--- src/hdl/flc_pkg.sv ---
// Shared types and constants for the free-look camera step core.
// No dependencies.
`timescale 1ns / 1ps
`default_nettype none
package flc_pkg;

  typedef struct packed {
    logic signed [15:0] mouse_dx;
    logic signed [15:0] mouse_dy;
    logic               key_forward;
    logic               key_backward;
    logic               key_left;
    logic               key_right;
    logic               key_rise;
    logic               key_sink;
    logic        [15:0] frame_time;
  } flc_in_t;

  typedef struct packed {
    logic signed [31:0] pos_x;
    logic signed [31:0] pos_y;
    logic signed [31:0] pos_z;
    logic signed [31:0] aim_x;
    logic signed [31:0] aim_y;
    logic signed [31:0] aim_z;
    logic signed [31:0] yaw_now;
    logic signed [23:0] pitch_now;
  } flc_out_t;

  localparam logic [1:0] REG_SENS   = 2'd0;
  localparam logic [1:0] REG_SMOOTH = 2'd1;
  localparam logic [1:0] REG_SPEED  = 2'd2;

  localparam logic signed [39:0] DEG89  = 40'sd5832704;
  localparam logic signed [39:0] DEG90  = 40'sd5898240;
  localparam logic signed [39:0] DEG180 = 40'sd11796480;
  localparam logic signed [39:0] DEG360 = 40'sd23592960;
  localparam logic signed [33:0] CORDIC_K = 34'sd652032875;
  localparam logic signed [39:0] I32_MAX = 40'sd2147483647;
  localparam logic signed [39:0] I32_MIN = -40'sd2147483648;

  // micro-operation codes issued by the controller
  typedef enum logic [3:0] {
    OP_NONE, OP_LOAD, OP_GOALS, OP_SMUL, OP_SADD, OP_RED_START, OP_RED_STEP,
    OP_CORDIC, OP_CORDIC_END, OP_FRONT_MUL, OP_MOVE_MUL, OP_POS
  } flc_op_t;

  typedef struct packed {
    flc_op_t    op;
    logic [3:0] step;
    logic [1:0] sel;
  } flc_cmd_t;

  typedef struct packed {
    logic red_done;
  } flc_sts_t;

  function automatic logic signed [33:0] atan_lookup(input logic [3:0] i);
    logic signed [33:0] v;
    case (i)
      4'd0: v = 34'sd2949120;
      4'd1: v = 34'sd1740967;
      4'd2: v = 34'sd919879;
      4'd3: v = 34'sd466945;
      4'd4: v = 34'sd234379;
      4'd5: v = 34'sd117304;
      4'd6: v = 34'sd58666;
      4'd7: v = 34'sd29335;
      4'd8: v = 34'sd14668;
      4'd9: v = 34'sd7334;
      4'd10: v = 34'sd3667;
      4'd11: v = 34'sd1834;
      4'd12: v = 34'sd917;
      4'd13: v = 34'sd458;
      4'd14: v = 34'sd229;
      default: v = 34'sd115;
    endcase
    return v;
  endfunction

endpackage
`default_nettype wire

--- src/hdl/free_look_camera_step_core.sv ---
// Top level of the free-look camera step core: config registers, output register,
// controller and datapath. Depends on flc_pkg, flc_ctrl, flc_datapath.
//
//  channel   signals                               direction
//  in        in_valid, in_ready, in_data           item in
//  out       out_valid, out_ready, out_data        result out
//  cfg       cfg_valid, cfg_ready, cfg_index/data  register write
//
// The result is registered after the item passes the load and goal steps, the
// smoothing steps, two angle passes (start, settle, 16 CORDIC steps, rounding)
// and the shared multiplier and update steps; the next input is taken in the
// cycle after. Yaw reduction adds a step per 360-degree wrap and one for the
// fold. Reset is synchronous; a result
// not yet taken holds the core in its output state.
`timescale 1ns / 1ps
`default_nettype none
module free_look_camera_step_core
  import flc_pkg::*;
#(
  parameter int POS_WIDTH = 32
) (
  input  wire logic        clk,
  input  wire logic        rst,
  input  wire logic        in_valid,
  output logic             in_ready,
  input  flc_in_t          in_data,
  output logic             out_valid,
  input  wire logic        out_ready,
  output flc_out_t         out_data,
  input  wire logic        cfg_valid,
  output logic             cfg_ready,
  input  wire logic [1:0]  cfg_index,
  input  wire logic [16:0] cfg_data
);

  logic [15:0] sens;
  logic [16:0] smooth;
  logic [15:0] speed_cfg;
  flc_cmd_t cmd;
  flc_sts_t sts;
  flc_out_t result;
  logic out_load;

  assign cfg_ready = 1'b1;

  always_ff @(posedge clk) begin
    if (rst) begin
      sens      <= 16'd26;
      smooth    <= 17'd65536;
      speed_cfg <= 16'd640;
    end else if (cfg_valid) begin
      case (cfg_index)
        REG_SENS:   sens      <= cfg_data[15:0];
        REG_SMOOTH: smooth    <= cfg_data;
        REG_SPEED:  speed_cfg <= cfg_data[15:0];
        default: ;
      endcase
    end
  end

  flc_ctrl u_ctrl (
    .clk, .rst,
    .in_fire (in_valid && in_ready),
    .out_busy(out_valid && !out_ready),
    .sts, .in_ready, .out_load, .cmd
  );

  flc_datapath #(.POS_WIDTH(POS_WIDTH)) u_dp (
    .clk, .rst, .in_item(in_data), .cmd, .sens, .smooth, .speed_cfg, .sts, .result
  );

  always_ff @(posedge clk) begin
    if (rst) begin
      out_valid <= 1'b0;
    end else if (out_load) begin
      out_valid <= 1'b1;
    end else if (out_ready) begin
      out_valid <= 1'b0;
    end
  end

  always_ff @(posedge clk) begin
    if (out_load) out_data <= result;
  end

endmodule
`default_nettype wire

--- src/hdl/flc_ctrl.sv ---
// Controller state machine for the free-look camera step core.
// Depends on flc_pkg.
`timescale 1ns / 1ps
`default_nettype none
module flc_ctrl
  import flc_pkg::*;
(
  input  wire logic     clk,
  input  wire logic     rst,
  input  wire logic     in_fire,
  input  wire logic     out_busy,
  input  flc_sts_t      sts,
  output logic          in_ready,
  output logic          out_load,
  output flc_cmd_t      cmd
);

  localparam logic [3:0] S_IDLE   = 4'd0;
  localparam logic [3:0] S_GOALS  = 4'd1;
  localparam logic [3:0] S_SMUL   = 4'd2;
  localparam logic [3:0] S_SADD   = 4'd3;
  localparam logic [3:0] S_REDS   = 4'd4;
  localparam logic [3:0] S_RED    = 4'd5;
  localparam logic [3:0] S_CORD   = 4'd6;
  localparam logic [3:0] S_CEND   = 4'd7;
  localparam logic [3:0] S_FMUL   = 4'd8;
  localparam logic [3:0] S_MMUL   = 4'd9;
  localparam logic [3:0] S_POS    = 4'd10;
  localparam logic [3:0] S_OUT    = 4'd11;

  logic [3:0] state, state_next;
  logic [3:0] step, step_next;
  logic [1:0] sel, sel_next;

  always_ff @(posedge clk) begin
    if (rst) begin
      state <= S_IDLE;
      step  <= '0;
      sel   <= '0;
    end else begin
      state <= state_next;
      step  <= step_next;
      sel   <= sel_next;
    end
  end

  always_comb begin
    state_next = state;
    step_next  = step;
    sel_next   = sel;
    cmd.op     = OP_NONE;
    cmd.step   = step;
    cmd.sel    = sel;
    in_ready   = 1'b0;
    out_load   = 1'b0;
    case (state)
      S_IDLE: begin
        in_ready = 1'b1;
        if (in_fire) begin
          cmd.op     = OP_LOAD;
          state_next = S_GOALS;
        end
      end
      S_GOALS: begin
        cmd.op     = OP_GOALS;
        state_next = S_SMUL;
        sel_next   = 2'd0;
      end
      S_SMUL: begin
        cmd.op     = OP_SMUL;
        state_next = S_SADD;
      end
      S_SADD: begin
        cmd.op = OP_SADD;
        if (sel == 2'd1) begin
          sel_next   = 2'd0;
          state_next = S_REDS;
        end else begin
          sel_next   = 2'd1;
          state_next = S_SMUL;
        end
      end
      S_REDS: begin
        cmd.op     = OP_RED_START;
        state_next = S_RED;
      end
      S_RED: begin
        cmd.op = OP_RED_STEP;
        if (sts.red_done) begin
          step_next  = '0;
          state_next = S_CORD;
        end
      end
      S_CORD: begin
        cmd.op    = OP_CORDIC;
        step_next = step + 4'd1;
        if (step == 4'd15) begin
          state_next = S_CEND;
        end
      end
      S_CEND: begin
        cmd.op = OP_CORDIC_END;
        if (sel == 2'd1) begin
          sel_next   = 2'd0;
          state_next = S_FMUL;
        end else begin
          sel_next   = 2'd1;
          state_next = S_REDS;
        end
      end
      S_FMUL: begin
        cmd.op = OP_FRONT_MUL;
        if (sel == 2'd1) begin
          sel_next   = 2'd0;
          state_next = S_MMUL;
        end else begin
          sel_next = 2'd1;
        end
      end
      S_MMUL: begin
        cmd.op = OP_MOVE_MUL;
        if (sel == 2'd3) begin
          sel_next   = 2'd0;
          state_next = S_POS;
        end else begin
          sel_next = sel + 2'd1;
        end
      end
      S_POS: begin
        cmd.op = OP_POS;
        if (sel == 2'd2) begin
          sel_next   = 2'd0;
          state_next = S_OUT;
        end else begin
          sel_next = sel + 2'd1;
        end
      end
      S_OUT: begin
        if (!out_busy) begin
          out_load   = 1'b1;
          state_next = S_IDLE;
        end
      end
      default: state_next = S_IDLE;
    endcase
  end

endmodule
`default_nettype wire

--- src/hdl/flc_datapath.sv ---
// Datapath for the free-look camera step core: angles, shared CORDIC,
// shared multiplier and position accumulators. Depends on flc_pkg.
`timescale 1ns / 1ps
`default_nettype none
module flc_datapath
  import flc_pkg::*;
#(
  parameter int POS_WIDTH = 32
) (
  input  wire logic        clk,
  input  wire logic        rst,
  input  flc_in_t          in_item,
  input  flc_cmd_t         cmd,
  input  wire logic [15:0] sens,
  input  wire logic [16:0] smooth,
  input  wire logic [15:0] speed_cfg,
  output flc_sts_t         sts,
  output flc_out_t         result
);

  localparam int DW = ((POS_WIDTH > 32) ? POS_WIDTH : 32) + 2;
  localparam logic signed [DW-1:0] PMAX =
    DW'((64'sd1 <<< (POS_WIDTH-1)) - 64'sd1);
  localparam logic signed [DW-1:0] PMIN = -PMAX - DW'(1);

  flc_in_t item;
  logic signed [31:0] yaw_angle, pitch_angle, goal_yaw, goal_pitch;
  logic signed [POS_WIDTH-1:0] pos [3];
  logic signed [POS_WIDTH-1:0] aim [3];

  logic signed [49:0] prod;            // registered product of the shared multiplier
  logic signed [39:0] red;             // angle under reduction
  logic               neg;
  logic signed [33:0] cx, cy, cz;      // CORDIC x, y and residual angle
  logic signed [15:0] sin_y, cos_y, sin_p, cos_p;
  logic signed [15:0] fx, fz;
  logic [23:0]        speed;
  logic signed [DW-1:0] dlt [3];

  // Saturate a 42-bit sum to 32 bits (goals and smoothed angles)
  function automatic logic signed [31:0] sat32(input logic signed [41:0] v);
    if (v > I32_MAX) return 32'sh7fffffff;
    if (v < I32_MIN) return 32'sh80000000;
    return v[31:0];
  endfunction

  function automatic logic signed [POS_WIDTH-1:0] psat(input logic signed [DW-1:0] v);
    if (v > PMAX) return PMAX[POS_WIDTH-1:0];
    if (v < PMIN) return PMIN[POS_WIDTH-1:0];
    return v[POS_WIDTH-1:0];
  endfunction

  // shared multiplier operands
  logic signed [33:0] ma;
  logic signed [17:0] mb;
  logic signed [41:0] gy_sum, gp_sum;
  logic signed [39:0] gp_sat;
  logic signed [32:0] diff;
  logic signed [39:0] sm_sum;
  logic signed [1:0]  fk, sk, uk;
  logic signed [17:0] comb_x, comb_z, comb_y;
  logic signed [33:0] cxs, cys;
  logic signed [15:0] cx_r, cy_r;
  logic signed [15:0] front_k;
  logic signed [DW-1:0] newpos;

  assign fk = $signed({1'b0, item.key_forward}) - $signed({1'b0, item.key_backward});
  assign sk = $signed({1'b0, item.key_right}) - $signed({1'b0, item.key_left});
  assign uk = $signed({1'b0, item.key_rise}) - $signed({1'b0, item.key_sink});

  assign gy_sum = 42'(goal_yaw) + 42'(prod);
  assign gp_sum = 42'(goal_pitch) + 42'(prod);
  assign gp_sat = 40'(sat32(gp_sum));
  assign diff   = (cmd.sel == 2'd0) ? 33'(goal_yaw) - 33'(yaw_angle)
                                    : 33'(goal_pitch) - 33'(pitch_angle);
  assign sm_sum = 40'((cmd.sel == 2'd0) ? yaw_angle : pitch_angle)
                + 40'((prod + 50'sd32768) >>> 16);

  // x: f*fx - s*sin y ; y: f*sin p ; z: f*fz + s*cos y
  always_comb begin
    comb_x = 18'(fk) * 18'(fx) - 18'(sk) * 18'(sin_y);
    comb_y = 18'(fk) * 18'(sin_p);
    comb_z = 18'(fk) * 18'(fz) + 18'(sk) * 18'(cos_y);
  end

  always_comb begin
    ma = '0;
    mb = '0;
    case (cmd.op)
      OP_LOAD: begin
        ma = 34'(in_item.mouse_dx) <<< 8;
        mb = $signed({2'b0, sens});
      end
      OP_GOALS: begin
        ma = 34'(item.mouse_dy) <<< 8;
        mb = $signed({2'b0, sens});
      end
      OP_SMUL: begin
        ma = 34'(diff);
        mb = $signed({1'b0, smooth > 17'd65536 ? 17'd65536 : smooth});
      end
      OP_FRONT_MUL: begin
        ma = (cmd.sel == 2'd0) ? 34'(cos_y) : 34'(sin_y);
        mb = 18'(cos_p);
      end
      OP_MOVE_MUL: begin
        case (cmd.sel)
          2'd0: begin ma = 34'($signed({1'b0, speed_cfg})); mb = $signed({2'b0, item.frame_time}); end
          2'd1: begin ma = 34'((prod + 50'sd128) >>> 8); mb = comb_x; end
          2'd2: begin ma = 34'($signed({1'b0, speed})); mb = comb_y; end
          default: begin ma = 34'($signed({1'b0, speed})); mb = comb_z; end
        endcase
      end
      default: ;
    endcase
  end

  assign cxs  = cx >>> cmd.step;
  assign cys  = cy >>> cmd.step;
  assign cx_r = 16'((cx + 34'sd32768) >>> 16);
  assign cy_r = 16'((cy + 34'sd32768) >>> 16);
  assign front_k = (cmd.sel == 2'd0) ? fx : ((cmd.sel == 2'd1) ? sin_p : fz);

  always_comb begin
    newpos = DW'(pos[cmd.sel]) + dlt[cmd.sel];
  end

  assign sts.red_done = (red < DEG180) && (red >= -DEG180) && (red <= DEG90)
                     && (red >= -DEG90);

  logic signed [DW-1:0] np_sat, aim_full;
  assign np_sat   = DW'(psat(newpos));
  assign aim_full = np_sat + DW'(front_k) * DW'(4);

  always_ff @(posedge clk) begin
    if (rst) begin
      yaw_angle   <= '0;
      pitch_angle <= '0;
      goal_yaw    <= '0;
      goal_pitch  <= '0;
      for (int k = 0; k < 3; k++) pos[k] <= '0;
    end else begin
      prod <= 50'(ma * 52'(mb)) <<< 0;
      case (cmd.op)
        OP_LOAD: item <= in_item;
        OP_GOALS: goal_yaw <= sat32(gy_sum);
        OP_SMUL: begin
          if (cmd.sel == 2'd0) begin
            if (gp_sat > DEG89) goal_pitch <= DEG89[31:0];
            else if (gp_sat < -DEG89) goal_pitch <= -32'sd5832704;
            else goal_pitch <= gp_sat[31:0];
          end
        end
        OP_SADD: begin
          if (cmd.sel == 2'd0) yaw_angle <= sat32(42'(sm_sum));
          else pitch_angle <= sat32(42'(sm_sum));
        end
        OP_RED_START: begin
          red <= 40'((cmd.sel == 2'd0) ? yaw_angle : pitch_angle);
          neg <= 1'b0;
        end
        OP_RED_STEP: begin
          if (red >= DEG180) red <= red - DEG360;
          else if (red < -DEG180) red <= red + DEG360;
          else if (red > DEG90) begin red <= red - DEG180; neg <= 1'b1; end
          else if (red < -DEG90) begin red <= red + DEG180; neg <= 1'b1; end
          else begin
            cx <= CORDIC_K;
            cy <= '0;
            cz <= 34'(red);
          end
        end
        OP_CORDIC: begin
          if (!cz[33]) begin
            cx <= cx - cys; cy <= cy + cxs; cz <= cz - atan_lookup(cmd.step);
          end else begin
            cx <= cx + cys; cy <= cy - cxs; cz <= cz + atan_lookup(cmd.step);
          end
        end
        OP_CORDIC_END: begin
          if (cmd.sel == 2'd0) begin
            cos_y <= neg ? -cx_r : cx_r; sin_y <= neg ? -cy_r : cy_r;
          end else begin
            cos_p <= neg ? -cx_r : cx_r; sin_p <= neg ? -cy_r : cy_r;
          end
        end
        OP_FRONT_MUL: ;
        OP_MOVE_MUL: ;
        OP_POS: begin
          pos[cmd.sel] <= psat(newpos);
          aim[cmd.sel] <= psat(aim_full);
        end
        default: ;
      endcase
    end
  end

  // results of the registered multiplier, captured one state later
  logic [1:0] mm_sel;
  logic       mm_v, fm_v;
  logic       fm_sel;
  always_ff @(posedge clk) begin
    if (rst) begin
      mm_v <= 1'b0;
      fm_v <= 1'b0;
    end else begin
      mm_v   <= (cmd.op == OP_MOVE_MUL);
      fm_v   <= (cmd.op == OP_FRONT_MUL);
      mm_sel <= cmd.sel;
      fm_sel <= cmd.sel[0];
      if (fm_v) begin
        if (!fm_sel) fx <= 16'((prod + 50'sd8192) >>> 14);
        else fz <= 16'((prod + 50'sd8192) >>> 14);
      end
      if (mm_v) begin
        case (mm_sel)
          2'd0: speed <= 24'((prod + 50'sd128) >>> 8);
          2'd1: dlt[0] <= DW'((prod + 50'sd8192) >>> 14);
          2'd2: dlt[1] <= DW'((prod + 50'sd8192) >>> 14)
                        + DW'(uk) * DW'($signed({1'b0, speed}));
          default: dlt[2] <= DW'((prod + 50'sd8192) >>> 14);
        endcase
      end
    end
  end

  assign result.pos_x     = 32'(pos[0]);
  assign result.pos_y     = 32'(pos[1]);
  assign result.pos_z     = 32'(pos[2]);
  assign result.aim_x     = 32'(aim[0]);
  assign result.aim_y     = 32'(aim[1]);
  assign result.aim_z     = 32'(aim[2]);
  assign result.yaw_now   = yaw_angle;
  assign result.pitch_now = pitch_angle[23:0];

endmodule
`default_nettype wire

--- config.mk ---
export PLATFORM = sky130hd
export DESIGN_NAME = free_look_camera_step_core
export DESIGN_NICKNAME = d
export VERILOG_FILES = /design/src/hdl/flc_pkg.sv /design/src/hdl/free_look_camera_step_core.sv /design/src/hdl/flc_ctrl.sv /design/src/hdl/flc_datapath.sv
export SDC_FILE = /design/constraint.sdc
export NUM_CORES = 2
export LEC_CHECK = 0
export ABC_AREA = 1
export BUFFER_PORTS_ARGS = -buffer_cell sky130_fd_sc_hd__buf_2
export CORE_MARGIN = 2
export CORE_UTILIZATION = 37
export CTS_CLUSTER_SIZE = 10
export DETAILED_ROUTE_END_ITERATION = 7
export HOLD_SLACK_MARGIN = 0.12
export PLACE_DENSITY = 0.51
export SETUP_SLACK_MARGIN = 0.4
export SLEW_MARGIN = 15
export SYNTH_ARGS = -nofsm -noshare
export SYNTH_HDL_FRONTEND = slang
export SYNTH_SLANG_ARGS = --single-unit
--- constraint.sdc ---
create_clock -name clk -period 21.3 [get_ports clk]
set_clock_uncertainty 0.1 [all_clocks]
set_input_delay 5.325 -clock clk [delete_from_list [all_inputs] [get_ports clk]]
set_output_delay 5.325 -clock clk [all_outputs]
set_load 0.05 [all_outputs]
==> results.md <==
- Layout cell share with drive strength beyond 1: under 10%
- Flip-flop and latch area: around 32000 sq um
- Crit-path max FO: 28
- Total track usage: between 20% and 30%
- Reg2reg path depth: 48
- Largest net degree at the start of global routing: approximately 200
- Main synth FF type: edfxtp_1
- Starting density of the core: 37.2%
- Syn avg cell area: 7.95 sq um
- Asr flop ratio synth: 0%
- Vias post-DR: 88400
- CP max-delay cell: nor2_2
- Wire length of the first global-routing pass: between 500000 and 600000 um
- Post-CTS Resized: 0
- # setup viols final: 0
- Pwr/cell area: roughly 150 nW/um^2
- ANT nets after route: 0
- CTS H-tree lvls: 4
- CP top delay family: adder cells
- Die ar.: about 280000 sq um
- Ranking of synthesized cells by area: edfxtp_1, fa_1, nand2_1
- Post-CTS Setup Repair Bufs: 0
- RSZ-0062 raised after global routing: no
- Final Hold Fails: 0
- Post-synthesis cell count: approximately 13000
- Max stage delay on crit path: roughly 0.76 ns
- Root buffer cell: clkbuf_16
- Crit path time final: roughly 14 ns
- Clk buf depth: 4
- Number of synthesized flops with an enable pin: 927
- CTS buffer count: 157
- Crit Path Class: in2reg
- Hold Crit Class: reg2reg
- Drt wl/cell: around 23 um
- Placed Cells: about 16000
- Yosys warning total: 0
- Synthesized cell area: 101000 sq um
- Core ar.: 271000 sq um
- Sequential share of the synthesized area: between 30% and 40%
- Total gr overflow: 0
- Multi-input logic area: 59200 sq um
- Post-route setup slack: 7.45 ns
- Reg2Reg Setup Slack: 8.05 ns
- Area leader, netlist: edfxtp_1
- Hold Crit Depth: 0
- Leakage power: between 50 and 60 nW
- Synth top cells by count: nand2_1, inv_1, nor2_1
- Area grow syn2layout: 10.5%
- Peak Freq: just over 0.07 GHz
- Detailed Route WL: roughly 390000 um
- Worst-margin pin slew: 1.25 ns
- Vias in the first global route: ~86000
- # Max-Cap Violations: 0
- Top cell type's share of synthesized area: 27.6%
- Filler instances: 27700
- Required @ worst endpoint: between 20 and 25 ns
- Pre-CTS setup slack: about 6.8 ns
- Critical R2R Launch: u_dp.item[18]
- R2r endpoint: u_dp.prod[49]
- Critical path arrival: about 14 ns
- Yosys reg bits: 1141
- Row count: roughly 190
- Hold path start: u_dp.aim[0][26]
- Latest clock arrival within the worst-skew pair: 0.86 ns
- Chip Width: 527 um
- CP Buf/Inv Count: 8
- Post-DP HPWL: approximately 310000 um
- Most numerous cell in the Yosys netlist: nand2_1
- Post-route insts no fill: approximately 17000
- Mapped Nets: between 10000 and 15000
- Initial antenna violation count: 19
- Clock transition at path regs: 0.05 ns
- TritonCTS clock tree: done
- Vias per cell: about 5.3
- Unique masters post-synth: between 70 and 80
- Worst vdd ir: 127 uV
- Part of the cycle the worst path needs: about two thirds
- Hold buffers post-CTS: 0
- Final Max Tran Viols: 0
- Setup crit start kind: input pin
- Die Height: about 530 um
- Iter 0 DRT Violations: between 8000 and 9000
- Slew HR: approximately 15%
- DRC Markers: 0
- I/O pin cnt: ~330
- GP Congestion: about 0.97
- Setup TNS: 0 ns
- Element type at the critical path end: flip-flop
- Outcome: complete, no violations
- Nets: 14400
- Drt first pass iters: 6
- Hold EP: out_data[146]
- I/O Buffers: about 330
- Clock sink count: roughly 1100
==> how the worst max path moves through the flow <==
stage | start | end | slack, ns | depth (start not counted)
after floorplan | out_ready | out_data[0] | 4.75 | 2
after detailed placement | in_valid | u_dp.prod[46] | 6.76 | 31
final | in_valid | u_dp.prod[46] | 7.45 | 31
after global placement | in_valid | u_dp.prod[49] | 6.74 | 39
after global routing | in_valid | u_dp.prod[49] | 6.89 | 35
after CTS | in_valid | u_dp.prod[46] | 7.62 | 31
==> per-layer routing <==
metal  global-route usage [%]  share of wire, %  up-vias
met4                     11.3               4.8        4
met1                     38.3                45    42900
met3                     3.65               6.9      564
met5                        0            0.0070        -
met2                     42.8                44     3199
li1                         -                 -    41700
==> cell usage in the layout (no fill, tap or decap), types with 32 or more instances in the layout <==
cell,count
ha_1,687
nand3_1,371
o211ai_1,46
xor2_1,362
o21ai_1,39
nand4_1,81
dfxtp_1,210
nor4_1,48
nor3_1,132
mux2i_1,45
nand2_1,2651
o21ai_0,825
or2_2,40
clkbuf_1,46
a31oi_1,73
fa_1,653
buf_2,326
o21a_1,38
inv_1,2180
edfxtp_1,927
xnor2_1,184
nor2_1,1150
clkbuf_16,164
buf_4,154
o22ai_1,47
a21o_1,33
o21bai_1,32
a21oi_1,1065
==> stage by stage <==
step | cell area (sq um) | hold WS [ns] | total power, mW | util (%)
3_3_place_gp | 107000 | 0.303 | 14.3 | 39.4
6_report | 112000 | 0.302 | 16.9 | 41.2
4_1_cts | 112000 | 0.307 | 16.9 | 41.1
3_5_place_dp | 107000 | 0.305 | 14.4 | 39.4
5_1_grt | 112000 | 0.317 | 18.3 | 41.2
2_1_floorplan | 101000 | 0.300 | 10.5 | -
==> cells by family (layout without fill, tap and decap cells) <==
group / Yosys count / count (layout) / synth area share, %
adder cells (fa/ha/maj): 1341 / 1341 / 21.5
AO/OA/AOI/OAI: 2413 / 2413 / 13.2
other: 1 / 10 / 0.00371
flip-flops: 1141 / 1141 / 31.8
buffers and inverters: 2622 / 2945 / 9.89
multiplexers: 46 / 46 / 0.457
AND/OR/NAND/NOR: 4588 / 4588 / 18.4
XOR/XNOR: 553 / 553 / 4.79
==> state kept, by name (all words and copies together), names as in the netlist, 38 cells and up, named ones only <==
| name | flops |
|---|---|
| u_dp.red | 40 |
| u_dp.aim | 96 |
| u_dp.item | 38 |
| u_dp.prod | 50 |
| u_dp.pos | 128 |
| u_dp.dlt | 102 |
| out_data | 248 |
==> area by class of cell <==
| cell class | instances | area share (%) |
|---|---|---|
| inverter | 2212 | 7.44 |
| antenna | 9 | 0.0202 |
| timing repair buffer | 483 | 2.54 |
| tap | 3570 | 4.00 |
| clock buffer | 215 | 3.89 |
| sequential | 1141 | 28.8 |
| clock inverter | 35 | 0.318 |
| multi-input combinational | 8942 | 53.0 |
==> where the power goes <==
| group | leakage [nW] | internal [mW] | switching, mW |
|---|---|---|---|
| sequential | 10.3 | 3.02 | 0.304 |
| clock | 2.28 | 1.47 | 1.02 |
| combinational | 39.4 | 3.36 | 7.77 |
==> worst register-to-register path, delay by kind of cell, from the launching register on <==
family / cells / cell delay (ns)
XOR/XNOR: 1 / 0.19
adder cells (fa/ha/maj): 13 / 5.92
flip-flops: 1 / 0.36
buffers and inverters: 10 / 2.04
AO/OA/AOI/OAI: 8 / 2.07
AND/OR/NAND/NOR: 16 / 2.27
Power figures use the tool's default switching activity.
